`src/rtl/core/n7s_pkg.sv`:
```
// Shared constants and the glyph decoder for the seven-segment number formatter.
// Used by n7s_div and number_to_seven_segment_formatter; depends on nothing.
package n7s_pkg;

	localparam int MAG_W    = 32;
	localparam int BASE_W   = 5;
	localparam int DIGIT_W  = 4;
	localparam int FRAC_W   = 2;
	localparam int FRAC_MAX = 3;
	localparam int FACT_W   = DIGIT_W * FRAC_MAX + 1;
	localparam int SEG_W    = 8;

	localparam int DIGIT_COUNT_DEF   = 4;
	localparam int FRACTION_BITS_DEF = 16;

	localparam logic [BASE_W-1:0] BASE_RESET = 5'd10;
	localparam logic [BASE_W-1:0] BASE_MIN   = 5'd2;
	localparam logic [BASE_W-1:0] BASE_MAX   = 5'd16;

	localparam logic [SEG_W-1:0] SEG_DASH  = 8'h40;
	localparam logic [SEG_W-1:0] SEG_DOT   = 8'h80;
	localparam logic [SEG_W-1:0] SEG_BLANK = 8'h00;

	// segments a-g in bits 0-6, hex digits lower/upper case as usual on such displays
	function automatic logic [SEG_W-1:0] glyph(input logic [DIGIT_W-1:0] d);
		logic [SEG_W-1:0] g;
		unique case (d)
			4'h0: g = 8'h3F;
			4'h1: g = 8'h06;
			4'h2: g = 8'h5B;
			4'h3: g = 8'h4F;
			4'h4: g = 8'h66;
			4'h5: g = 8'h6D;
			4'h6: g = 8'h7D;
			4'h7: g = 8'h07;
			4'h8: g = 8'h7F;
			4'h9: g = 8'h6F;
			4'hA: g = 8'h77;
			4'hB: g = 8'h7C;
			4'hC: g = 8'h39;
			4'hD: g = 8'h5E;
			4'hE: g = 8'h79;
			4'hF: g = 8'h71;
		endcase
		return g;
	endfunction

endpackage

```
`src/rtl/core/n7s_mul.sv`:
```
// Shared registered multiplier for the number formatter.
// Used for the radix power table and for scaling the magnitude; no package needed.
module n7s_mul #(
	parameter int A_W = 32,
	parameter int B_W = 13
) (
	input  logic                 clk,
	input  logic [A_W-1:0]       a,
	input  logic [B_W-1:0]       b,
	output logic [A_W+B_W-1:0]   prod_q
);

	always_ff @(posedge clk) begin
		prod_q <= (A_W+B_W)'(a) * (A_W+B_W)'(b);
	end

endmodule

```
`src/rtl/core/n7s_div.sv`:
```
// Radix divide step: four quotient bits per call of a restoring divide by the base.
// Depends on n7s_pkg for widths.
module n7s_div (
	input  logic [n7s_pkg::DIGIT_W-1:0] rem_in,
	input  logic [n7s_pkg::DIGIT_W-1:0] bits_in,
	input  logic [n7s_pkg::BASE_W-1:0]  base,
	output logic [n7s_pkg::DIGIT_W-1:0] rem_out,
	output logic [n7s_pkg::DIGIT_W-1:0] quo
);

	always_comb begin
		logic [n7s_pkg::DIGIT_W:0]   part;
		logic [n7s_pkg::DIGIT_W-1:0] r;
		r = rem_in;
		quo = '0;
		part = '0;
		for (int j = n7s_pkg::DIGIT_W - 1; j >= 0; j--) begin
			part = {r, bits_in[j]};
			if (part >= base) begin
				part = part - base;
				quo[j] = 1'b1;
			end
			// remainder stays below the base, so it fits one digit
			r = part[n7s_pkg::DIGIT_W-1:0];
		end
		rem_out = r;
	end

endmodule

```
`src/rtl/core/number_to_seven_segment_formatter.sv`:
```
// Top level of the seven-segment number formatter: sequencer, scaling and digit loop.
// Depends on n7s_pkg, n7s_mul and n7s_div.
//
// Use: pulse start with value (signed, FRACTION_BITS fraction bits) and
// frac_digits while busy is low; the word is taken at that edge and busy rises.
// When the display is ready, done is high for exactly one cycle with
// segments_0..segments_3 (left to right) and overflow_error; the receiver must
// take it then, it cannot hold the block off. busy is low again in that cycle.
// The user writes number_base via number_base_we only while idle; not enforced by the block.
// Sequence: the radix powers are built on the shared multiplier, then scaling trials
// run (1 to 4 trials as fraction digits are dropped), then the digits come from the
// divide unit (4 quotient bits a cycle; a lone zero skips it) and the sign step
// finishes, or done is raised straight from the check on overflow. One item is in
// flight at a time. Reset sets the base to 10, clears busy and done.
module number_to_seven_segment_formatter #(
	parameter int DIGIT_COUNT   = n7s_pkg::DIGIT_COUNT_DEF,
	parameter int FRACTION_BITS = n7s_pkg::FRACTION_BITS_DEF
) (
	input  logic                              clk,
	input  logic                              arst_n,
	input  logic                              start,
	output logic                              busy,
	input  logic signed [n7s_pkg::MAG_W-1:0]  value,
	input  logic [n7s_pkg::FRAC_W-1:0]        frac_digits,
	input  logic                              number_base_we,
	input  logic [n7s_pkg::BASE_W-1:0]        number_base,
	output logic                              done,
	output logic [n7s_pkg::SEG_W-1:0]         segments_0,
	output logic [n7s_pkg::SEG_W-1:0]         segments_1,
	output logic [n7s_pkg::SEG_W-1:0]         segments_2,
	output logic [n7s_pkg::SEG_W-1:0]         segments_3,
	output logic                              overflow_error
);

	localparam int KMAX    = (DIGIT_COUNT > n7s_pkg::FRAC_MAX) ? DIGIT_COUNT
	                                                            : n7s_pkg::FRAC_MAX;
	localparam int P_W     = n7s_pkg::DIGIT_W * KMAX + 1;
	localparam int A_W     = (P_W > n7s_pkg::MAG_W) ? P_W : n7s_pkg::MAG_W;
	localparam int PROD_W  = A_W + n7s_pkg::FACT_W;
	localparam int SUM_W   = PROD_W + 1;
	localparam int D_W     = n7s_pkg::DIGIT_W * DIGIT_COUNT;
	localparam int K_W     = $clog2(KMAX + 1);
	localparam int IMAX    = (DIGIT_COUNT > n7s_pkg::FRAC_MAX + 1) ? DIGIT_COUNT
	                                                                : n7s_pkg::FRAC_MAX + 1;
	localparam int I_W     = $clog2(IMAX + 1);
	localparam int POS_W   = $clog2(DIGIT_COUNT);
	localparam int C_W     = $clog2(DIGIT_COUNT);
	localparam int HALF_SH = (FRACTION_BITS > 0) ? FRACTION_BITS - 1 : 0;
	localparam logic [SUM_W-1:0] HALF = (FRACTION_BITS > 0) ? (SUM_W'(1) << HALF_SH) : '0;

	typedef enum logic [2:0] {
		ST_IDLE,
		ST_POW,
		ST_SCALE,
		ST_CHECK,
		ST_DIV,
		ST_SIGN
	} state_t;

	state_t                         state_q;
	logic                           done_q;
	logic                           err_q;
	logic [n7s_pkg::BASE_W-1:0]     base_q;
	logic [K_W-1:0]                 k_q;
	logic [C_W-1:0]                 cnt_q;
	logic [I_W-1:0]                 i_q;
	logic [POS_W-1:0]               pos_q;
	logic                           pos_ok_q;
	logic                           neg_q;
	logic [n7s_pkg::FRAC_W-1:0]     frac_q;

	logic [n7s_pkg::BASE_W-1:0]     ubase_q;
	logic [n7s_pkg::MAG_W-1:0]      mag_q;
	logic [n7s_pkg::FACT_W-1:0]     pw_q [n7s_pkg::FRAC_MAX];
	logic [P_W-1:0]                 limit_q;
	logic [D_W-1:0]                 dq_q;
	logic [n7s_pkg::DIGIT_W-1:0]    rem_q;
	logic [n7s_pkg::SEG_W-1:0]      disp_q [DIGIT_COUNT];

	logic [n7s_pkg::BASE_W-1:0]     base_use;
	logic [n7s_pkg::FACT_W-1:0]     factor;
	logic [A_W-1:0]                 mul_a;
	logic [n7s_pkg::FACT_W-1:0]     mul_b;
	logic [PROD_W-1:0]              prod_q;
	logic [SUM_W-1:0]               num;
	logic                           fits;
	logic                           num_zero;
	logic [K_W-1:0]                 avail;
	logic [n7s_pkg::DIGIT_W-1:0]    rem_nx;
	logic [n7s_pkg::DIGIT_W-1:0]    quo;
	logic [D_W-1:0]                 dq_nx;
	logic                           div_last;
	logic                           more;
	logic                           dot;
	logic [n7s_pkg::SEG_W-1:0]      digit_pat;
	logic [n7s_pkg::SEG_W-1:0]      shown [4];

	// clamp the written base into 2..16
	always_comb begin
		if (base_q < n7s_pkg::BASE_MIN)
			base_use = n7s_pkg::BASE_MIN;
		else if (base_q > n7s_pkg::BASE_MAX)
			base_use = n7s_pkg::BASE_MAX;
		else
			base_use = base_q;
	end

	assign factor = (frac_q == '0) ? n7s_pkg::FACT_W'(1)
	                               : pw_q[n7s_pkg::FRAC_W'(frac_q - 1'b1)];

	always_comb begin
		if (state_q == ST_POW) begin
			mul_a = (k_q == '0) ? A_W'(1) : A_W'(prod_q[P_W-1:0]);
			mul_b = n7s_pkg::FACT_W'(ubase_q);
		end else begin
			mul_a = A_W'(mag_q);
			mul_b = factor;
		end
	end

	n7s_mul #(
		.A_W (A_W),
		.B_W (n7s_pkg::FACT_W)
	) u_mul (
		.clk    (clk),
		.a      (mul_a),
		.b      (mul_b),
		.prod_q (prod_q)
	);

	// round half up, then drop the fraction bits
	assign num      = (SUM_W'(prod_q) + HALF) >> FRACTION_BITS;
	assign fits     = num < SUM_W'(limit_q);
	assign num_zero = (num == '0);
	assign avail    = neg_q ? K_W'(DIGIT_COUNT - 1) : K_W'(DIGIT_COUNT);

	n7s_div u_div (
		.rem_in  (rem_q),
		.bits_in (dq_q[D_W-1 -: n7s_pkg::DIGIT_W]),
		.base    (ubase_q),
		.rem_out (rem_nx),
		.quo     (quo)
	);

	assign dq_nx     = {dq_q[D_W-n7s_pkg::DIGIT_W-1:0], quo};
	assign div_last  = (cnt_q == C_W'(DIGIT_COUNT - 1));
	assign more      = (dq_nx != '0) || (I_W'(i_q + 1'b1) <= I_W'(frac_q));
	assign dot       = (frac_q != '0) && (i_q == I_W'(frac_q));
	assign digit_pat = n7s_pkg::glyph(rem_nx) | (dot ? n7s_pkg::SEG_DOT : n7s_pkg::SEG_BLANK);

	// sequencer, counters and registered outputs
	always_ff @(posedge clk or negedge arst_n) begin
		if (!arst_n) begin
			state_q  <= ST_IDLE;
			done_q   <= 1'b0;
			err_q    <= 1'b0;
			base_q   <= n7s_pkg::BASE_RESET;
			k_q      <= '0;
			cnt_q    <= '0;
			i_q      <= '0;
			pos_q    <= '0;
			pos_ok_q <= 1'b0;
			neg_q    <= 1'b0;
			frac_q   <= '0;
		end else begin
			// raise done after the sign step or on overflow
			done_q <= (state_q == ST_SIGN) ||
			          ((state_q == ST_CHECK) && !fits && (frac_q == '0));
			if (number_base_we)
				base_q <= number_base;
			unique case (state_q)
				ST_IDLE: begin
					if (start) begin
						state_q <= ST_POW;
						k_q     <= '0;
						neg_q   <= value[n7s_pkg::MAG_W-1];
						frac_q  <= frac_digits;
						err_q   <= 1'b0;
					end
				end
				ST_POW: begin
					k_q <= k_q + 1'b1;
					if (k_q == K_W'(KMAX))
						state_q <= ST_SCALE;
				end
				ST_SCALE: begin
					state_q <= ST_CHECK;
				end
				ST_CHECK: begin
					if (fits) begin
						i_q      <= '0;
						cnt_q    <= '0;
						pos_ok_q <= 1'b1;
						if (num_zero) begin
							// lone zero takes the rightmost place
							pos_q   <= POS_W'(DIGIT_COUNT - 2);
							state_q <= ST_SIGN;
						end else begin
							pos_q   <= POS_W'(DIGIT_COUNT - 1);
							state_q <= ST_DIV;
						end
					end else if (frac_q == '0) begin
						err_q   <= 1'b1;
						state_q <= ST_IDLE;
					end else begin
						// drop one fraction digit and rescale
						frac_q  <= frac_q - 1'b1;
						state_q <= ST_SCALE;
					end
				end
				ST_DIV: begin
					if (div_last) begin
						cnt_q <= '0;
						i_q   <= i_q + 1'b1;
						if (pos_q == '0)
							pos_ok_q <= 1'b0;
						else
							pos_q <= pos_q - 1'b1;
						if (!more)
							state_q <= ST_SIGN;
					end else begin
						cnt_q <= cnt_q + 1'b1;
					end
				end
				ST_SIGN: begin
					state_q <= ST_IDLE;
				end
				default: state_q <= ST_IDLE;
			endcase
		end
	end

	// datapath words
	always_ff @(posedge clk) begin
		case (state_q)
			ST_IDLE: begin
				if (start) begin
					ubase_q <= base_use;
					mag_q   <= value[n7s_pkg::MAG_W-1] ? n7s_pkg::MAG_W'(~value + 1'b1)
					                                   : n7s_pkg::MAG_W'(value);
					for (int p = 0; p < DIGIT_COUNT; p++)
						disp_q[p] <= n7s_pkg::SEG_BLANK;
				end
			end
			ST_POW: begin
				// prod_q holds base^k_q here once k_q is nonzero
				if (k_q == avail)
					limit_q <= prod_q[P_W-1:0];
				if (k_q != '0 && k_q <= K_W'(n7s_pkg::FRAC_MAX))
					pw_q[n7s_pkg::FRAC_W'(k_q - 1'b1)] <= prod_q[n7s_pkg::FACT_W-1:0];
			end
			ST_CHECK: begin
				if (fits) begin
					dq_q  <= num[D_W-1:0];
					rem_q <= '0;
					if (num_zero)
						disp_q[DIGIT_COUNT-1] <= n7s_pkg::glyph(n7s_pkg::DIGIT_W'(0));
				end else if (frac_q == '0) begin
					for (int p = 0; p < DIGIT_COUNT; p++)
						disp_q[p] <= n7s_pkg::SEG_DASH;
				end
			end
			ST_DIV: begin
				dq_q  <= dq_nx;
				rem_q <= div_last ? '0 : rem_nx;
				if (div_last && pos_ok_q)
					disp_q[pos_q] <= digit_pat;
			end
			ST_SIGN: begin
				if (neg_q && pos_ok_q)
					disp_q[pos_q] <= n7s_pkg::SEG_DASH;
			end
			default: ;
		endcase
	end

	for (genvar g = 0; g < 4; g++) begin : g_shown
		if (g < DIGIT_COUNT) begin : g_on
			assign shown[g] = disp_q[g];
		end else begin : g_off
			assign shown[g] = n7s_pkg::SEG_BLANK;
		end
	end

	assign busy           = (state_q != ST_IDLE);
	assign done           = done_q;
	assign overflow_error = err_q;
	assign segments_0     = shown[0];
	assign segments_1     = shown[1];
	assign segments_2     = shown[2];
	assign segments_3     = shown[3];

	a_accept_busy: assert property (@(posedge clk) disable iff (!arst_n)
		(start && !busy) |=> busy)
		else $error("accepted word did not raise busy");

	a_done_single: assert property (@(posedge clk) disable iff (!arst_n)
		done |=> !done)
		else $error("done held longer than one cycle");

	a_err_dashes: assert property (@(posedge clk) disable iff (!arst_n)
		(done && overflow_error) |-> (segments_0 == n7s_pkg::SEG_DASH))
		else $error("overflow without dash pattern");

	a_rem_below_base: assert property (@(posedge clk) disable iff (!arst_n)
		(state_q == ST_DIV) |-> ({1'b0, rem_q} < ubase_q))
		else $error("divide remainder reached the base");

endmodule
```
`config.mk`:
```
export PLATFORM = sky130hd
export DESIGN_NAME = number_to_seven_segment_formatter
export DESIGN_NICKNAME = d
export VERILOG_FILES = /design/src/rtl/core/n7s_pkg.sv /design/src/rtl/core/n7s_mul.sv /design/src/rtl/core/n7s_div.sv /design/src/rtl/core/number_to_seven_segment_formatter.sv
export SDC_FILE = /design/constraint.sdc
export NUM_CORES = 1
export LEC_CHECK = 0
export BUFFER_PORTS_ARGS = -buffer_cell sky130_fd_sc_hd__buf_2
export CAP_MARGIN = 10
export CORE_MARGIN = 2
export CORE_UTILIZATION = 60
export DETAILED_ROUTE_END_ITERATION = 12
export GPL_TIMING_DRIVEN = 0
export HOLD_SLACK_MARGIN = 0.1
export PLACE_DENSITY = 0.74
export SKIP_CTS_REPAIR_TIMING = 1
export SYNTH_ARGS = -nofsm -noshare
export SYNTH_HDL_FRONTEND = slang
export SYNTH_SLANG_ARGS = --single-unit
export TNS_END_PERCENT = 20
```
`constraint.sdc`:
```
create_clock -name clk -period 23.1 [get_ports clk]
set_input_delay 2.31 -clock clk [delete_from_list [all_inputs] [get_ports clk]]
set_output_delay 2.31 -clock clk [all_outputs]
set_load 0.1 [all_outputs]
```
==> summary.md, run 1 <==
| Metric | Value |
|---|---|
| CTS tree | `built` |
| Setup TNS | `0 ns` |
| Largest net degree at the start of global routing | `39` |
| Hold Startpoint | `overflow_error` |
| Die Ht | `199 microns` |
| Crit. End Element | `flip-flop` |
| Yosys cell types | `75` |
| Grt met1 use | `42.0%` |
| Number of enable flip-flop cells after synthesis | `145` |
| Fin crit period | `10.44 ns` |
| Avg Inst Size Synth | `9.70 sq um` |
| Clk buf depth | `3` |
| R2r startpoint | `frac_q[0]` |
| Synthesized Nets | `2886` |
| GRT Util Overall | `33.2%` |
| Fraction of registers with async set/reset | `11.2%` |
| Reg clk slew, reported paths | `approximately 0.06 ns` |
| Vias in the first global route | `18200` |
| End of the worst hold path | `overflow_error` |
| Reg2Reg Setup Slack | `12.66 ns` |
| Hpwl dp | `51.5 mm` |
| Maxcap violations | `0` |
| Cell taking the most area after synthesis | `fa_1` |
| Number of I/O port buffers | `76` |
| Die Width | `199 microns` |
| Core Box Area | `0.0377 sq mm` |
| Worst r2r path cells | `30` |
| Initial Utilization | `about three fifths` |
| RSZ-0062 raised after global routing | `false` |
| Critical path's most frequent cell | `fa_1` |
| N_diodes | `0` |
| DRT Pass-1 Iters | `5` |
| Clock buffer count from CTS | `23` |
| Final Hold Fails | `0` |
| Worst stage delay on the critical path | `0.82 ns` |
| Clk sink count | `between 200 and 250` |
| Met2 usage | `56.3%` |
| Status | `finished, final reports clean` |
| Hold path cells | `2` |
| Worst Max-Slew Pin Slew | `1.30 ns` |
| Top cell type's share of synthesized area | `29.2%` |
| CP Data Arrival Time | `10.91 ns` |
| Setup WS pre-CTS | `12.61 ns` |
| Max Freq | `0.0957 GHz` |
| Sequential cell area fraction in the yosys report | `about 26%` |
| Fin worst setup slack | `12.66 ns` |
| Final RePlAce weighted congestion | `1.02` |
| Number of nets with antenna violations after routing | `0` |
| H-tree level count | `1` |
| Ys flop type | `edfxtp_1` |
| Crit-path slowest cell | `a211oi_2` |
| Register bit count reported by yosys | `214` |
| Setup Skew | `0.0141 ns` |
| Met3 Track Usage GR | `7.66%` |
| Crit path max fanout | `10` |
| Vias | `17500` |
| Critical path startpoint category | `flip-flop` |
| Worst endpoint required time | `23.57 ns` |
| Slew HR | `12.7%` |
| Warnings, synthesis | `0` |
| WL/cell | `about 21 microns` |
| Cell Rows | `71` |
| Hold WC Path Type | `reg2reg` |
| Clk_lat worst skew | `approximately 0.55 ns` |
| Root Buffer | `clkbuf_16` |
| WS Path Type | `reg2reg` |
| Number of nets in the layout | `2995` |
| RR Endpoint | `u_mul.prod_q[43]` |
| Hold Slack | `0.510 ns` |
| DRC viols | `0` |
| Cells after Synth | `2362` |
| I/O pins | `78` |
| Post-synth design cell area | `0.0229 sq mm` |
| Share of layout cells above drive strength 1 | `6.63%` |
| Die area | `0.0398 sq mm` |
| Final period utilization | `45.2%` |
| Most used routing layer | `met2` |
| Synth-to-layout area growth | `8.16%` |
| Initial antenna violation count | `1` |
| Final setup violation count | `0` |
| GR Overflow Total | `0` |
| WL final | `around 63 mm` |
| Vias/cell | `~5.8` |
| First-pass GRT wire length | `98.9 mm` |
| Fin. max-slew vios | `0` |
| DR iter-0 viols | `1208` |
| Top post-synthesis cells by area | `fa_1, edfxtp_1, ha_1, nand2_1, inv_1` |
## worst max-delay path by stage
stage	startpoint	end	slack [ns]	depth (start not counted)
CTS	frac_q[0]	u_mul.prod_q[43]	12.56	30
floorplan	frac_q[0]	u_mul.prod_q[43]	14.97	30
global route	frac_q[0]	u_mul.prod_q[43]	11.91	30
finish	frac_q[0]	u_mul.prod_q[43]	12.66	30
detailed placement	frac_q[0]	u_mul.prod_q[43]	12.61	30
global placement	frac_q[0]	u_mul.prod_q[43]	12.14	30
## metrics by stage
step | util [%] | area, sq um | instances
finish | 65.8 | 24800 | 2999
global route | 65.8 | 24800 | 2999
CTS | 65.8 | 24800 | 2997
detailed placement | 63.8 | 24000 | 2955
global placement | 63.6 | 23900 | 2949
floorplan | - | 22900 | 2362
## logic make-up (layout without fill, tap and decap cells)
kind of cell    after synthesis  after routing  synth area share [%]
flops                       214            214                  25.6
buf+inv                     436            562                  7.18
mux                          41             41                  1.89
fa+ha+maj                   481            481                  37.2
simple gates                772            772                  15.4
xor+xnor                     91             91                  3.48
compound gates              327            327                  9.31
## flip-flops by register name, indices dropped and copies added (netlist names), 3 cells and up
| register | cells |
|---|---|
| ubase_q | 5 |
| state_q | 3 |
| disp_q | 32 |
| i_q | 3 |
| k_q | 3 |
| rem_q | 4 |
| pw_q | 39 |
| base_q | 5 |
| mag_q | 32 |
| limit_q | 17 |
| dq_q | 16 |
| u_mul.prod_q | 45 |
## synthesized netlist by cell type (all sizes together), types with 9 or more instances
| master | instances |
|---|---|
| dfrtp | 22 |
| and3 | 10 |
| clkbuf | 84 |
| edfxtp | 145 |
| inv | 344 |
| mux2 | 18 |
| nor4 | 15 |
| nor2 | 183 |
| a22oi | 17 |
| nor2b | 9 |
| mux2i | 23 |
| nand2 | 351 |
| xor2 | 15 |
| o31ai | 12 |
| nand3 | 30 |
| nand4 | 15 |
| a211oi | 17 |
| xnor2 | 76 |
| a21o | 36 |
| fa | 334 |
| dfxtp | 45 |
| a22o | 18 |
| nand2b | 21 |
| ha | 147 |
| and2 | 82 |
| o21ai | 67 |
| a21oi | 88 |
| nor3 | 24 |
## final cells by class
type | instances | area, sq um
fill | 3075 | 12900
inverter | 344 | 1290
buffer | 92 | 355
clock inverter | 11 | 115
tap | 511 | 639
timing repair buffer | 84 | 465
multi-input combinational | 1712 | 15400
sequential | 214 | 5860
clock buffer | 31 | 616
## cells in the final DEF (no fill, tap or decap), types with 76 or more instances in the layout
cell	instances
nor2_1	183
and2_1	82
buf_2	79
ha_1	147
fa_1	334
inv_1	343
clkbuf_1	91
edfxtp_1	145
a21oi_1	88
xnor2_1	76
nand2_1	351
## per-layer routing
metal  vias up  part of all wire [%]
li1       7902                     -
met1      8704                    38
met2       770                    48
met3       162                   9.6
met4         0                   4.3
met5         -                     0
## critical path: cells and delay by family (launching register included)
family	cells	cell delay, ns
DFF	1	0.36
xor gates and xnor gates	1	0.13
AOI/OAI and AO/OA	11	3.61
and+or+nand+nor	2	0.31
buffers and inverters	9	2.58
adders and majority gates	7	3.33
Power of run 1 is not shown: default switching activity piles up to over one toggle a cycle in this logic, so the estimate is an artifact.
==> run 2, diff against run 1 <==
CORE_UTILIZATION = 59   (was 60)
PLACE_DENSITY = 0.76   (was 0.74)
clock period = 9.6 ns   (was 23.1 ns; I/O delays follow)
==> run 2 against run 1 <==
Against the previous run:
- first-iteration DRC count increased by 13%
- routed wire length increased by 0.25%
- via count grew 1.1%
- design area is 0.46% higher
- worst setup slack lost 12 ns
- global-route usage is 1.4 points lower
- sequential share of layout area decreased by 0.11 points
- largest cell class unchanged
==> summary.md, run 2 (synthesis gave the netlist of run 1 again) <==
| Metric | Value |
|---|---|
| Hpwl dp | `51.2 mm (was 51.5 mm)` |
| Reg2Reg Setup Slack | `0.39 ns (was 12.66 ns)` |
| Crit path max fanout | `10 (unchanged)` |
| First-pass GRT wire length | `99.3 mm (was 98.9 mm)` |
| Max reg flops | `45 (unchanged)` |
| Setup Skew | `0.0231 ns (was 0.0141 ns)` |
| Commonest cells after routing, fill and taps aside | `nand2_1, inv_1, fa_1 (unchanged)` |
| Die Ht | `201 microns (was 199 microns)` |
| RR Endpoint | `u_mul.prod_q[43] (unchanged)` |
| Vias/cell | `5.89 (was 5.85)` |
| CTS tree | `built (unchanged)` |
| Largest regs | `u_mul.prod_q: 45 flops, pw_q: 39 flops (unchanged)` |
| Crit. End Element | `flip-flop (unchanged)` |
| DRC viols | `0 (unchanged)` |
| DRT Pass-1 Iters | `6 (was 5)` |
| Fin crit period | `9.21 ns (was 10.44 ns)` |
| Initial antenna violation count | `1 (unchanged)` |
| Slew HR | `19.2% (was 12.7%)` |
| Commonest non-fill, non-tap cell in the layout | `nand2_1 (unchanged)` |
| Worst r2r path cells | `29 (was 30)` |
| Crit-path slowest cell | `clkbuf_1 (was a211oi_2)` |
| Reg with most FFs | `u_mul.prod_q (unchanged)` |
| Worst Max-Slew Pin Slew | `1.21 ns (was 1.30 ns)` |
| Worst endpoint required time | `10.07 ns (was 23.57 ns)` |
| Worst stage delay on the critical path | `0.59 ns (was 0.82 ns)` |
| Synth-to-layout area growth | `8.66% (was 8.16%)` |
| CP Data Arrival Time | `9.69 ns (was 10.91 ns)` |
| Final RePlAce weighted congestion | `1.00 (was 1.02)` |
| RSZ-0062 raised after global routing | `false (unchanged)` |
| Final period utilization | `96.0% (was 45.2%)` |
| Fin. max-slew vios | `0 (unchanged)` |
| Clk buf depth | `3 (unchanged)` |
| I/O pins | `78 (unchanged)` |
| GRT Util Overall | `31.9% (was 33.2%)` |
| Clock buffer count from CTS | `23 (unchanged)` |
| Number of I/O port buffers | `76 (unchanged)` |
| Final Hold Fails | `0 (unchanged)` |
| Core Box Area | `0.0385 sq mm (was 0.0377 sq mm)` |
| Final setup violation count | `0 (unchanged)` |
| Clk_lat worst skew | `0.56 ns (was 0.55 ns)` |
| Number of nets in the layout | `2996 (was 2995)` |
| Number of nets with antenna violations after routing | `0 (unchanged)` |
| Setup WS pre-CTS | `-0.585 ns (was 12.61 ns)` |
| Setup TNS | `0 ns (unchanged)` |
| GR Overflow Total | `0 (unchanged)` |
| Critical path's most frequent cell | `fa_1 (unchanged)` |
| Maxcap violations | `0 (unchanged)` |
| R2r startpoint | `frac_q[0] (unchanged)` |
| Hold WC Path Type | `in2async (was reg2reg)` |
| WS Path Type | `reg2reg (unchanged)` |
| WL final | `62.9 mm (was 62.7 mm)` |
| Critical path startpoint category | `flip-flop (unchanged)` |
| WL/cell | `20.9 microns (about the same)` |
| Max Freq | `0.109 GHz (was 0.0957 GHz)` |
| Initial Utilization | `59.6% (was 60.8%)` |
| Die area | `0.0404 sq mm (was 0.0398 sq mm)` |
| Fillers | `3130 (was 3075)` |
| Fin worst setup slack | `0.387 ns (was 12.66 ns)` |
| DR iter-0 viols | `1360 (was 1208)` |
| Cell Rows | `72 (was 71)` |
| Die Width | `201 microns (was 199 microns)` |
| H-tree level count | `1 (unchanged)` |
| Root Buffer | `clkbuf_16 (unchanged)` |
| Share of layout cells above drive strength 1 | `7.71% (was 6.63%)` |
| Vias in the first global route | `18600 (was 18200)` |
| Status | `finished, final reports clean (unchanged)` |
| Largest net degree at the start of global routing | `37 (was 39)` |
| Reg clk slew, reported paths | `0.06 ns (about the same)` |
| Clk sink count | `214 (unchanged)` |
| Vias | `17700 (was 17500)` |
run 2: changes by cell type in the layout (fill, tap and decap cells not counted), sizes merged:
cell,delta
clkinv,+3
clkbuf,-2
diode,+2
buf,-1
bufinv,+1
run 2: how the worst max path moves through the flow:
stage | from | to | slack [ns] | cells past startpoint
3_5_place_dp | frac_q[0] | u_mul.prod_q[43] | -0.59 | 30
6_report | frac_q[0] | u_mul.prod_q[43] | 0.39 | 29
3_3_place_gp | frac_q[0] | u_mul.prod_q[43] | -0.96 | 29
2_1_floorplan | frac_q[0] | u_mul.prod_q[43] | 1.47 | 30
4_1_cts | frac_q[0] | u_mul.prod_q[43] | -0.62 | 30
5_1_grt | frac_q[0] | u_mul.prod_q[43] | 0.02 | 28
run 2: final cells by class:
class | instances | area, sq um | area share, %
clock inverter | 15 | 153 | 0.613
antenna | 2 | 5.00 | 0.0201
tap | 518 | 648 | 2.60
inverter | 344 | 1290 | 5.18
multi-input combinational | 1712 | 15500 | 62.3
buffer | 92 | 377 | 1.51
timing repair buffer | 85 | 463 | 1.86
sequential | 214 | 5860 | 23.5
clock buffer | 27 | 591 | 2.37
run 2: critical path, delay by kind of cell (launching register included):
family          cells  cell delay, ns
compound gates      9            2.22
xor+xnor            1            0.13
fa+ha+maj           7            3.33
buf+inv             9            2.24
flops               1            0.37
simple gates        3            0.82
run 2: routing by layer:
metal	global-route usage, %	wire length, microns	vias to the layer above
met2	53.1	29800	858
met5	0	0	-
li1	-	-	7912
met3	8.41	6600	183
met1	39.2	23300	8770
met4	14.1	3140	0
run 2: through the flow:
stage          hold slack (ns)  std cells  cell area [sq um]  util (%)
2_1_floorplan            0.432       2362              22900         -
3_3_place_gp             0.490       2956              23900      62.3
3_5_place_dp             0.504       2963              24100      62.5
4_1_cts                  0.410       3005              24800      64.5
5_1_grt                  0.429       3007              24900      64.7
6_report                 0.410       3009              24900      64.7
Power of run 2 is left out for the same reason.
==> run 3, diff against run 2 <==
CORE_ASPECT_RATIO = 0.5   (was default)
REMOVE_ABC_BUFFERS = 1   (was default)
==> run 3 against run 2 <==
Against the previous run:
- sequential cell count unchanged
- sequential share of layout area up 0.22 points
- die area up 0.24%
- critical path depth down 4
- fmax up 2.2%
- design area down 0.93%
- clock-buffer cell count up 2
- clock skew down 0.014 ns
- cell count down 2.8%
- critical path type unchanged
==> summary.md, run 3 (synthesis gave the netlist of run 1 again) <==
| Metric | Value |
|---|---|
| Status | `finished, final reports clean (unchanged)` |
| Max reg flops | `45 (unchanged)` |
| Maxcap violations | `0 (unchanged)` |
| Fin crit period | `9.01 ns (was 9.21 ns)` |
| Setup TNS | `0 ns (unchanged)` |
| Reg with most FFs | `u_mul.prod_q (unchanged)` |
| Design Area, Final | `0.0247 sq mm (was 0.0249 sq mm)` |
| Vias/cell | `5.85 (was 5.89)` |
| CTS tree | `built (unchanged)` |
| Fin. max-slew vios | `0 (unchanged)` |
| Reg clk slew, reported paths | `0.07 ns (was 0.06 ns)` |
| Largest regs | `u_mul.prod_q: 45 flops, pw_q: 39 flops (unchanged)` |
| First-pass GRT wire length | `91.5 mm (was 99.3 mm)` |
| Commonest non-fill, non-tap cell in the layout | `nand2_1 (unchanged)` |
| Setup Skew | `0.00939 ns (was 0.0231 ns)` |
| Final Hold Fails | `0 (unchanged)` |
| Crit path max fanout | `27 (was 10)` |
| RR Endpoint | `u_mul.prod_q[43] (unchanged)` |
| Cell Rows | `50 (was 72)` |
| Slew HR | `19.6% (was 19.2%)` |
| Commonest cells after routing, fill and taps aside | `nand2_1, inv_1, fa_1 (unchanged)` |
| Clk_lat worst skew | `0.54 ns (was 0.56 ns)` |
| Share of layout cells above drive strength 1 | `7.40% (was 7.71%)` |
| R2r startpoint | `frac_q[0] (unchanged)` |
| Crit. End Element | `flip-flop (unchanged)` |
| Vias in the first global route | `17400 (was 18600)` |
| Core Box Area | `0.0378 sq mm (was 0.0385 sq mm)` |
| Critical path's most frequent cell | `fa_1 (unchanged)` |
| H-tree level count | `1 (unchanged)` |
| Largest net degree at the start of global routing | `42 (was 37)` |
| Die area | `0.0405 sq mm (was 0.0404 sq mm)` |
| Root Buffer | `clkbuf_16 (unchanged)` |
| DRC viols | `0 (unchanged)` |
| WL/cell | `19.2 microns (was 20.9 microns)` |
| I/O pins | `78 (unchanged)` |
| Synth-to-layout area growth | `7.64% (was 8.66%)` |
| Setup WS pre-CTS | `0.513 ns (was -0.585 ns)` |
| DRT Pass-1 Iters | `9 (was 6)` |
| Final RePlAce weighted congestion | `0.918 (was 1.00)` |
| Die Ht | `143 microns (was 201 microns)` |
| Hold WC Path Type | `in2async (unchanged)` |
| Reg2Reg Setup Slack | `0.59 ns (was 0.39 ns)` |
| Max Freq | `0.111 GHz (was 0.109 GHz)` |
| Critical path startpoint category | `flip-flop (unchanged)` |
| Number of I/O port buffers | `77 (was 76)` |
| CP Data Arrival Time | `9.48 ns (was 9.69 ns)` |
| Worst Max-Slew Pin Slew | `1.20 ns (was 1.21 ns)` |
| Hold Slack | `0.429 ns (was 0.410 ns)` |
| Clk sink count | `214 (unchanged)` |
| Number of nets with antenna violations after routing | `0 (unchanged)` |
| Fin worst setup slack | `0.589 ns (was 0.387 ns)` |
| Worst r2r path cells | `25 (was 29)` |
| Initial Utilization | `60.6% (was 59.6%)` |
| Final setup violation count | `0 (unchanged)` |
| Initial antenna violation count | `0 (was 1)` |
| Clock buffer count from CTS | `22 (was 23)` |
| Post-Place Cell Area | `0.0239 sq mm (was 0.0241 sq mm)` |
| DR iter-0 viols | `1585 (was 1360)` |
| GR Overflow Total | `0 (unchanged)` |
| Hpwl dp | `44.2 mm (was 51.2 mm)` |
| Number of nets in the layout | `2912 (was 2996)` |
| Die Width | `283 microns (was 201 microns)` |
| Crit-path slowest cell | `dfrtp_1 (was clkbuf_1)` |
| Worst endpoint required time | `10.07 ns (about the same)` |
| WS Path Type | `reg2reg (unchanged)` |
| RSZ-0062 raised after global routing | `false (unchanged)` |
| Clk buf depth | `3 (unchanged)` |
| WL final | `56.2 mm (was 62.9 mm)` |
| Worst stage delay on the critical path | `0.93 ns (was 0.59 ns)` |
| Final period utilization | `93.9% (was 96.0%)` |
| GRT Util Overall | `29.3% (was 31.9%)` |
| Vias | `17100 (was 17700)` |
## run 3: changes by cell type in the layout (fill, tap and decap cells not counted), sizes merged
cell	before	now
clkbuf	113	29
buf	91	94
clkinv	10	8
clkinvlp	1	0
diode	2	1
inv	346	345
## run 3: worst max path at each step
stage	start	to	slack (ns)	cells after the start
floorplan	state_q[0]	u_mul.prod_q[43]	0.70	22
global placement	state_q[0]	u_mul.prod_q[43]	-2.58	22
detailed placement	frac_q[0]	u_mul.prod_q[43]	0.51	25
CTS	frac_q[0]	u_mul.prod_q[43]	0.42	24
global route	frac_q[0]	u_mul.prod_q[34]	0.13	27
finish	frac_q[0]	u_mul.prod_q[43]	0.59	25
## run 3: final cells by class
cell class / instances / area [sq um]
clock buffer: 29 / 597
tap: 520 / 651
inverter: 344 / 1290
antenna: 1 / 2.50
sequential: 214 / 5860
fill: 3053 / 13200
multi-input combinational: 1712 / 15500
clock inverter: 11 / 121
timing repair buffer: 94 / 624
## run 3: through the flow
stage | instances | utilization [%]
3_3_place_gp | 2867 | 62.4
2_1_floorplan | 2270 | -
6_report | 2925 | 65.2
3_5_place_dp | 2881 | 63.2
5_1_grt | 2924 | 65.2
4_1_cts | 2921 | 65.1
## run 3: worst max-delay path: cells and delay by family, from the launching register on
| family | cells | cell delay (ns) |
|---|---|---|
| and+or+nand+nor | 4 | 0.80 |
| adders and majority gates | 7 | 3.67 |
| xor gates and xnor gates | 1 | 0.13 |
| AOI/OAI and AO/OA | 9 | 3.11 |
| DFF | 1 | 0.93 |
| buffers and inverters | 4 | 0.27 |
## run 3: routing by layer
layer / track usage [%] / vias up / wire (microns)
li1: - / 7727 / -
met1: 38.7 / 8512 / 22400
met2: 48.6 / 739 / 26600
met3: 5.97 / 133 / 5100
met4: 10.4 / 0 / 2050
met5: 0 / - / 0
Power of run 3 is left out for the same reason.
